===== src/design/sbsh_pkg.sv =====
// Shared types, constants and round functions for the SHA-256 byte stream hasher.
// Used by sbsh_round_unit and sha256_byte_stream_hasher; no dependencies.
package sbsh_pkg;

  localparam int WORD_W  = 32;
  localparam int HASH_N  = 8;
  localparam int BLOCK_N = 16;
  localparam int ROUND_N = 64;
  localparam int FILL_W  = 6;
  // message bit count is kept mod 2^64, so byte count needs only 61 bits
  localparam int TOTAL_W = 61;
  localparam int LEN_POS = 56;

  localparam logic [7:0] PAD_MARK = 8'h80;

  typedef logic [HASH_N-1:0][WORD_W-1:0]  hash_t;
  typedef logic [BLOCK_N-1:0][WORD_W-1:0] sched_t;

  typedef struct packed {
    logic start;
    logic init;
    logic push;
  } core_ctrl_t;

  localparam logic [WORD_W-1:0] IV_TABLE [HASH_N] = '{
    32'h6a09e667, 32'hbb67ae85, 32'h3c6ef372, 32'ha54ff53a,
    32'h510e527f, 32'h9b05688c, 32'h1f83d9ab, 32'h5be0cd19
  };

  localparam logic [WORD_W-1:0] K_TABLE [ROUND_N] = '{
    32'h428a2f98, 32'h71374491, 32'hb5c0fbcf, 32'he9b5dba5,
    32'h3956c25b, 32'h59f111f1, 32'h923f82a4, 32'hab1c5ed5,
    32'hd807aa98, 32'h12835b01, 32'h243185be, 32'h550c7dc3,
    32'h72be5d74, 32'h80deb1fe, 32'h9bdc06a7, 32'hc19bf174,
    32'he49b69c1, 32'hefbe4786, 32'h0fc19dc6, 32'h240ca1cc,
    32'h2de92c6f, 32'h4a7484aa, 32'h5cb0a9dc, 32'h76f988da,
    32'h983e5152, 32'ha831c66d, 32'hb00327c8, 32'hbf597fc7,
    32'hc6e00bf3, 32'hd5a79147, 32'h06ca6351, 32'h14292967,
    32'h27b70a85, 32'h2e1b2138, 32'h4d2c6dfc, 32'h53380d13,
    32'h650a7354, 32'h766a0abb, 32'h81c2c92e, 32'h92722c85,
    32'ha2bfe8a1, 32'ha81a664b, 32'hc24b8b70, 32'hc76c51a3,
    32'hd192e819, 32'hd6990624, 32'hf40e3585, 32'h106aa070,
    32'h19a4c116, 32'h1e376c08, 32'h2748774c, 32'h34b0bcb5,
    32'h391c0cb3, 32'h4ed8aa4a, 32'h5b9cca4f, 32'h682e6ff3,
    32'h748f82ee, 32'h78a5636f, 32'h84c87814, 32'h8cc70208,
    32'h90befffa, 32'ha4506ceb, 32'hbef9a3f7, 32'hc67178f2
  };

  function automatic logic [WORD_W-1:0] big_sigma0(input logic [WORD_W-1:0] x);
    big_sigma0 = {x[1:0], x[31:2]} ^ {x[12:0], x[31:13]} ^ {x[21:0], x[31:22]};
  endfunction

  function automatic logic [WORD_W-1:0] big_sigma1(input logic [WORD_W-1:0] x);
    big_sigma1 = {x[5:0], x[31:6]} ^ {x[10:0], x[31:11]} ^ {x[24:0], x[31:25]};
  endfunction

  function automatic logic [WORD_W-1:0] small_sigma0(input logic [WORD_W-1:0] x);
    small_sigma0 = {x[6:0], x[31:7]} ^ {x[17:0], x[31:18]} ^ {3'b000, x[31:3]};
  endfunction

  function automatic logic [WORD_W-1:0] small_sigma1(input logic [WORD_W-1:0] x);
    small_sigma1 = {x[16:0], x[31:17]} ^ {x[18:0], x[31:19]} ^ {10'b0, x[31:10]};
  endfunction

endpackage


===== src/design/sbsh_round_unit.sv =====
// SHA-256 compression unit: one round per cycle, rolling 16-word schedule window.
// Holds the chaining hash, the round variables and the block buffer. Uses sbsh_pkg.
module sbsh_round_unit import sbsh_pkg::*; (
  input  logic              clk,
  input  logic              rst_n,
  input  core_ctrl_t        ctrl,
  input  logic [WORD_W-1:0] push_word,
  output logic              done,
  output hash_t             hash
);

  typedef enum logic [1:0] {C_IDLE, C_RUN, C_ADD} core_state_t;

  core_state_t       st_r;
  logic [5:0]        rnd_r;
  hash_t             h_r;
  hash_t             v_r;
  hash_t             v_nxt;
  sched_t            w_r;
  logic [WORD_W-1:0] t1;
  logic [WORD_W-1:0] t2;
  logic [WORD_W-1:0] w_new;

  always_comb begin
    t1 = v_r[7] + big_sigma1(v_r[4]) + ((v_r[4] & v_r[5]) ^ (~v_r[4] & v_r[6]))
       + K_TABLE[rnd_r] + w_r[0];
    t2 = big_sigma0(v_r[0]) + ((v_r[0] & v_r[1]) ^ (v_r[0] & v_r[2]) ^ (v_r[1] & v_r[2]));
    v_nxt[0] = t1 + t2;
    v_nxt[1] = v_r[0];
    v_nxt[2] = v_r[1];
    v_nxt[3] = v_r[2];
    v_nxt[4] = v_r[3] + t1;
    v_nxt[5] = v_r[4];
    v_nxt[6] = v_r[5];
    v_nxt[7] = v_r[6];
    // w[i+16] from the window w[i..i+15]
    w_new = w_r[0] + small_sigma0(w_r[1]) + w_r[9] + small_sigma1(w_r[14]);
  end

  always_ff @(posedge clk) begin
    if (!rst_n) begin
      st_r  <= C_IDLE;
      rnd_r <= '0;
      for (int i = 0; i < HASH_N; i++) h_r[i] <= IV_TABLE[i];
    end else begin
      unique case (st_r)
        C_IDLE: begin
          if (ctrl.start) begin
            v_r   <= h_r;
            rnd_r <= '0;
            st_r  <= C_RUN;
          end
        end
        C_RUN: begin
          v_r   <= v_nxt;
          w_r   <= {w_new, w_r[BLOCK_N-1:1]};
          rnd_r <= rnd_r + 6'd1;
          if (rnd_r == 6'(ROUND_N - 1)) st_r <= C_ADD;
        end
        C_ADD: begin
          for (int i = 0; i < HASH_N; i++) h_r[i] <= h_r[i] + v_r[i];
          st_r <= C_IDLE;
        end
        default: st_r <= C_IDLE;
      endcase
      if (ctrl.push) w_r <= {push_word, w_r[BLOCK_N-1:1]};
      if (ctrl.init) begin
        for (int i = 0; i < HASH_N; i++) h_r[i] <= IV_TABLE[i];
      end
    end
  end

  assign done = (st_r == C_ADD);
  assign hash = h_r;

`ifndef SYNTHESIS
  a_ctrl_when_idle: assert property (@(posedge clk) disable iff (!rst_n)
    (ctrl.push || ctrl.start || ctrl.init) |-> st_r == C_IDLE)
    else $error("buffer or hash touched while compression runs");

  a_done_after_rounds: assert property (@(posedge clk) disable iff (!rst_n)
    done |-> ($past(st_r) == C_RUN && $past(rnd_r) == 6'(ROUND_N - 1)))
    else $error("hash update without a full set of rounds");
`endif

endmodule


===== src/design/sha256_byte_stream_hasher.sv =====
// SHA-256 over a byte stream; top level with byte packing, padding and digest output.
// A beat that completes a 64-byte block stalls input through the rounds and the add.
// End of message: up to 72 padding bytes, one per cycle outside compressions; one or
// two compressions, then eight digest beats; the single round unit sets throughput.
// Reset (synchronous, rst_n low): initial hash values, empty buffer, zero byte count.
module sha256_byte_stream_hasher import sbsh_pkg::*; (
  input  logic              clk,
  input  logic              rst_n,
  input  logic              in_valid,
  output logic              in_stall,
  input  logic [7:0]        in_data_byte,
  input  logic              in_has_byte,
  input  logic              in_end_of_message,
  output logic              out_valid,
  input  logic              out_stall,
  output logic [WORD_W-1:0] out_digest_word,
  output logic [2:0]        out_word_index,
  output logic              out_last_word
);

  typedef enum logic [1:0] {S_IDLE, S_ROUND, S_PAD, S_OUT} top_state_t;

  top_state_t          state_r;
  logic [FILL_W-1:0]   fill_r;
  logic [TOTAL_W-1:0]  total_r;
  logic [23:0]         acc_r;
  logic                mark_r;
  logic                len_ok_r;
  logic                eom_pend_r;
  logic                final_r;
  logic [2:0]          idx_r;

  logic                accept_in;
  logic                pad_len;
  logic [7:0]          pad_byte;
  logic                push_en;
  logic [7:0]          push_byte;
  logic                core_done;
  core_ctrl_t          ctrl;
  hash_t               hash;

  always_comb begin
    in_stall  = (state_r != S_IDLE);
    accept_in = in_valid && !in_stall;
    // length bytes only in the block that also holds (or follows) the marker
    pad_len   = mark_r && len_ok_r && (fill_r >= FILL_W'(LEN_POS));
    if (!mark_r) pad_byte = PAD_MARK;
    else if (pad_len) pad_byte = total_r[TOTAL_W-1 -: 8];
    else pad_byte = 8'h00;
    push_en    = (accept_in && in_has_byte) || (state_r == S_PAD);
    push_byte  = (state_r == S_PAD) ? pad_byte : in_data_byte;
    ctrl.push  = push_en && (fill_r[1:0] == 2'b11);
    ctrl.start = push_en && (fill_r == FILL_W'(BLOCK_N * 4 - 1));
    ctrl.init  = out_valid && !out_stall && out_last_word;
  end

  sbsh_round_unit u_round (
    .clk       (clk),
    .rst_n     (rst_n),
    .ctrl      (ctrl),
    .push_word ({acc_r, push_byte}),
    .done      (core_done),
    .hash      (hash)
  );

  always_ff @(posedge clk) begin
    if (!rst_n) begin
      state_r    <= S_IDLE;
      fill_r     <= '0;
      total_r    <= '0;
      mark_r     <= 1'b0;
      len_ok_r   <= 1'b0;
      eom_pend_r <= 1'b0;
      final_r    <= 1'b0;
      idx_r      <= '0;
    end else begin
      if (push_en) begin
        acc_r  <= {acc_r[15:0], push_byte};
        fill_r <= fill_r + FILL_W'(1);
      end
      unique case (state_r)
        S_IDLE: begin
          if (accept_in) begin
            if (in_has_byte) total_r <= total_r + TOTAL_W'(1);
            if (ctrl.start) begin
              state_r    <= S_ROUND;
              eom_pend_r <= in_end_of_message;
              mark_r     <= 1'b0;
            end else if (in_end_of_message) begin
              state_r <= S_PAD;
              mark_r  <= 1'b0;
            end
          end
        end
        S_ROUND: begin
          if (core_done) begin
            if (final_r) state_r <= S_OUT;
            else if (eom_pend_r) state_r <= S_PAD;
            else state_r <= S_IDLE;
          end
        end
        S_PAD: begin
          if (!mark_r) begin
            mark_r   <= 1'b1;
            len_ok_r <= (fill_r <= FILL_W'(LEN_POS - 1));
          end
          if (pad_len) total_r <= total_r << 8;
          if (ctrl.start) begin
            state_r    <= S_ROUND;
            final_r    <= mark_r && len_ok_r;
            eom_pend_r <= 1'b1;
            len_ok_r   <= 1'b1;
          end
        end
        S_OUT: begin
          if (!out_stall) begin
            idx_r <= idx_r + 3'd1;
            if (out_last_word) begin
              state_r    <= S_IDLE;
              total_r    <= '0;
              mark_r     <= 1'b0;
              len_ok_r   <= 1'b0;
              eom_pend_r <= 1'b0;
              final_r    <= 1'b0;
            end
          end
        end
        default: state_r <= S_IDLE;
      endcase
    end
  end

  assign out_valid       = (state_r == S_OUT);
  assign out_digest_word = hash[idx_r];
  assign out_word_index  = idx_r;
  assign out_last_word   = (idx_r == 3'(HASH_N - 1));

`ifndef SYNTHESIS
  a_no_overlap: assert property (@(posedge clk) disable iff (!rst_n)
    !in_stall |-> !out_valid)
    else $error("input taken while digest beats are pending");

  a_clean_after_digest: assert property (@(posedge clk) disable iff (!rst_n)
    (out_valid && out_last_word && !out_stall) |=>
      (fill_r == '0 && total_r == '0 && !out_valid && !mark_r))
    else $error("message state not cleared after last digest beat");

  a_done_in_round: assert property (@(posedge clk) disable iff (!rst_n)
    core_done |-> state_r == S_ROUND)
    else $error("compression finished outside round wait");
`endif

endmodule


===== config.mk =====
export PLATFORM = sky130hd
export DESIGN_NAME = sha256_byte_stream_hasher
export DESIGN_NICKNAME = d
export VERILOG_FILES = /design/src/design/sbsh_pkg.sv /design/src/design/sbsh_round_unit.sv /design/src/design/sha256_byte_stream_hasher.sv
export SDC_FILE = /design/constraint.sdc
export NUM_CORES = 2
export LEC_CHECK = 0
export ABC_AREA = 0
export BUFFER_PORTS_ARGS = -buffer_cell sky130_fd_sc_hd__buf_2
export CAP_MARGIN = 0
export CELL_PAD_IN_SITES_DETAIL_PLACEMENT = 0
export CELL_PAD_IN_SITES_GLOBAL_PLACEMENT = 1
export CORE_ASPECT_RATIO = 0.5
export CORE_UTILIZATION = 47
export DETAILED_ROUTE_END_ITERATION = 8
export MAX_ROUTING_LAYER = met4
export PLACE_DENSITY = 0.8
export SYNTH_ARGS = -nofsm -noshare
export SYNTH_HDL_FRONTEND = slang
export SYNTH_SLANG_ARGS = --single-unit

===== constraint.sdc =====
create_clock -name clk -period 26.9 [get_ports clk]
set_input_delay 2.69 -clock clk [delete_from_list [all_inputs] [get_ports clk]]
set_output_delay 2.69 -clock clk [all_outputs]
set_load 0.01 [all_outputs]

==> impl_metrics.toml <==
[timing]
worstMarginPinSlew_ps = 1229
tns_ps = 0
setup_slack_ps = 17260
max_freq_mhz = 103.8
finalHoldWorstSlack_ps = 405.0
hold_viol_final = 0
fin_skew_ps = 46.09
setup_viol = 0
period_needed_ps = 9635
max-slew-margin-rel = 0.1806
drv_slew = 0
period_share = 0.3582
rsz0062_at_grt = "false"

[setup_path]
cp_max_fo = 32
critPathCaptureType = "flip-flop"
cpMaxStageDelayCell = "ha_1"
crit_required_ps = 27340
crit_type = "flip-flop to flip-flop"
cp_common_cell = "fa_1"
cp_slowest_stage_delay_ps = 830
critical_path_arrival_ps = 10070
start_kind = "flip-flop"

[cts]
post_cts_resized = 0
clk_path_buf_depth = 3
hold_buffers = 0
post_cts_buffers = 0
clkTransAtPathRegs_ps = 70
htreeDepth = 3
clk_latency_ps = 750
cts_made_buffers = 106
cts-root-buf = "clkbuf_16"
cts_sinks = 1132
cts_tree = "built"

[yosys]
yosysUniqueCellTypes = 105
synth_top_area_frac = 0.3410
synth_area_um2 = 69750
yosys.area.top_type = "edfxtp_1"
synth-async-reset-ratio = 0
ys.flop_type = "edfxtp_1"
syn-num-nets = 7530
yosys_warnings = 0
synth_area_per_cell_um2 = 10.07
ys_ff_latch = 1132
synthCells = 6925
synth_edf_count = 792
synth_seq_area_share = 0.4386
synth_area_leaders = "edfxtp_1 34%, dfxtp_1 9.8%, ha_1 7.1%, nand2_1 6.3%, fa_1 5.6%"

[routing]
dr.pass1.iters = 6
wl_per_cell_um = 23.58
totalWireLength_um = 209000
via_count = 52286
first_iter_violations = 5220
drc = 0
vias_per_cell = 5.897
antenna_left = 0

[flow_run]
drv_cap = 0

[pwr]
switching_power_uw = 828.0
leakagePower_nw = 28.69
powerDensity_nw_per_um2 = 47.64
clockPowerShare = 0.452
irDropWorstVdd_mv = 0.05087
p_comb_frac = 0.029
intPower_mw = 2.768
power.share.sequential = 0.519
swShare = 0.2302

[final_layout]
drive_gt1_frac = 0.06700
regArea_um2 = 30610
finalNetCount = 7409
design_area_um2 = 75480
multiInputGateArea_um2 = 36830
fillers = 13091
instances_no_fill = 8866
synthToLayoutAreaGrowth_pct = 8.219

[placed_design]
pre_cts_slack_ps = 17360
port-buffer-count = 51
place_inst = 8665
detailed_place_hpwl_um = 153900
place.gp.congestion = 0.9896
place_area_um2 = 71760

[outcome]
outcome = "complete, no violations"

[global_route]
overflow = 0
antenna_found_initial = 5
grt_pass1_wl_um = 313100
grt_usage = 0.2851
first_global_vias = 48559
grt_max_degree = 202

[die]
fp.dieH_um = 274.4
io-pin-count = 52
die_w_um = 546.8
dieArea_um2 = 150000
core_um2 = 146500
rows = 99
initial_core_util = 0.4760

[hold_path]
hold_class = "flip-flop to flip-flop"
registers in the layout (all words and copies together) (netlist names), 2 cells and up:
name and cells:
u_round.w_r 512, u_round.rnd_r 6, total_r 61, out_word_index 3, state_r 2, u_round.st_r 2, u_round.v_nxt 192, acc_r 24
fill_r 6, u_round.v_r 64, u_round.hash 256
path summary, 6_finish.rpt:
check / from / end / slack [ps] / cells past startpoint
setup / recovery: u_round.rnd_r[0] / u_round.v_nxt[63] / 17260 / 35
hold / removal: u_round.w_r[167] / u_round.w_r[135] / 400 / 0
setup reg to reg: u_round.rnd_r[0] / u_round.v_nxt[63] / 17260 / 35
hold reg to reg: u_round.w_r[167] / u_round.w_r[135] / 400 / 0
layer usage:
metal	GRT usage	wire length [um]
met5	-	0
met4	0.07222	5557
met3	0.04527	16230
met2	0.4068	87940
met1	0.4189	99310
metrics by stage:
step / power, mW / util
after global placement: 2.008 / 0.4897
final: 3.596 / 0.5151
after global routing: 3.700 / 0.5151
after floorplan: 1.981 / -
after detailed placement: 2.009 / 0.4897
after CTS: 3.623 / 0.5151
layout make-up:
class | instances | share of cell area
Multi-Input combinational cell | 5160 | 0.4879
Antenna cell | 1 | 0.00003315
Sequential cell | 1132 | 0.4055
Inverter | 290 | 0.01442
Timing Repair Buffer | 114 | 0.01031
Tap cell | 1969 | 0.03264
Clock buffer | 126 | 0.03736
Clock inverter | 74 | 0.01188
synthesized netlist by cell type, types with 58 or more instances:
master       n
and3_1      58
dfxtp_1    340
xnor2_1    401
ha_1       396
o21a_1      63
o21ai_0    314
mux4_2      71
nand3_1    115
a211oi_1    65
a21oi_1    500
nand2_1   1179
nand2b_1    73
clkbuf_1   281
fa_1       195
xor2_1     183
nor2_1     346
o21ai_1     91
nor3_1      99
edfxtp_1   792
a21o_1     195
o211ai_1   122
inv_1      286
worst max-delay path, delay by kind of cell, from the launching register on:
kind | cells | cell delay, ps
DFF | 1 | 310
adders and majority gates | 8 | 3890
xor gates and xnor gates | 3 | 570
AOI/OAI and AO/OA | 14 | 2780
buffers and inverters | 3 | 730
and+or+nand+nor | 7 | 1010
cells by family (layout without fill, tap and decap cells):
group	count (synthesis)	after routing	synth area share
fa+ha+maj	617	617	0.1307
flops	1132	1132	0.4386
xor+xnor	585	585	0.07365
buf+inv	633	604	0.03494
mux	162	162	0.03672
compound gates	1699	1699	0.1543
other cells	0	1	0
simple gates	2097	2097	0.1311
placed cells by master (no fill, tap or decap), types with 45 or more instances in the layout:
| cell | netlist | layout |
|---|---|---|
| nand2_1 | 1179 | 1179 |
| edfxtp_1 | 792 | 792 |
| a21oi_1 | 500 | 498 |
| xnor2_1 | 401 | 401 |
| ha_1 | 396 | 396 |
| nor2_1 | 346 | 344 |
| dfxtp_1 | 340 | 333 |
| o21ai_0 | 314 | 314 |
| inv_1 | 286 | 286 |
| a21o_1 | 195 | 195 |
| fa_1 | 195 | 195 |
| xor2_1 | 183 | 183 |
| o211ai_1 | 122 | 122 |
| nand3_1 | 115 | 115 |
| clkbuf_16 | 0 | 108 |
| nor3_1 | 99 | 98 |
| o21ai_1 | 91 | 89 |
| nand2b_1 | 73 | 71 |
| mux4_2 | 71 | 71 |
| a211oi_1 | 65 | 65 |
| o21a_1 | 63 | 62 |
| buf_4 | 4 | 59 |
| and3_1 | 58 | 58 |
| buf_2 | 2 | 51 |
| mux2i_1 | 50 | 50 |
| nor2b_1 | 50 | 47 |
| o21bai_1 | 47 | 47 |
| a31oi_1 | 46 | 46 |
| and2_1 | 45 | 45 |
power by group through the flow:
stage          sequential (mW)  combinational [mW]  clock, mW
2_1_floorplan             1.90              0.0776          0
3_3_place_gp              1.90               0.104          0
3_5_place_dp              1.90               0.105          0
4_1_cts                   1.87               0.106       1.65
5_1_grt                   1.87               0.117       1.72
6_report                  1.87               0.106       1.62
(Power assumes the default switching activity.)
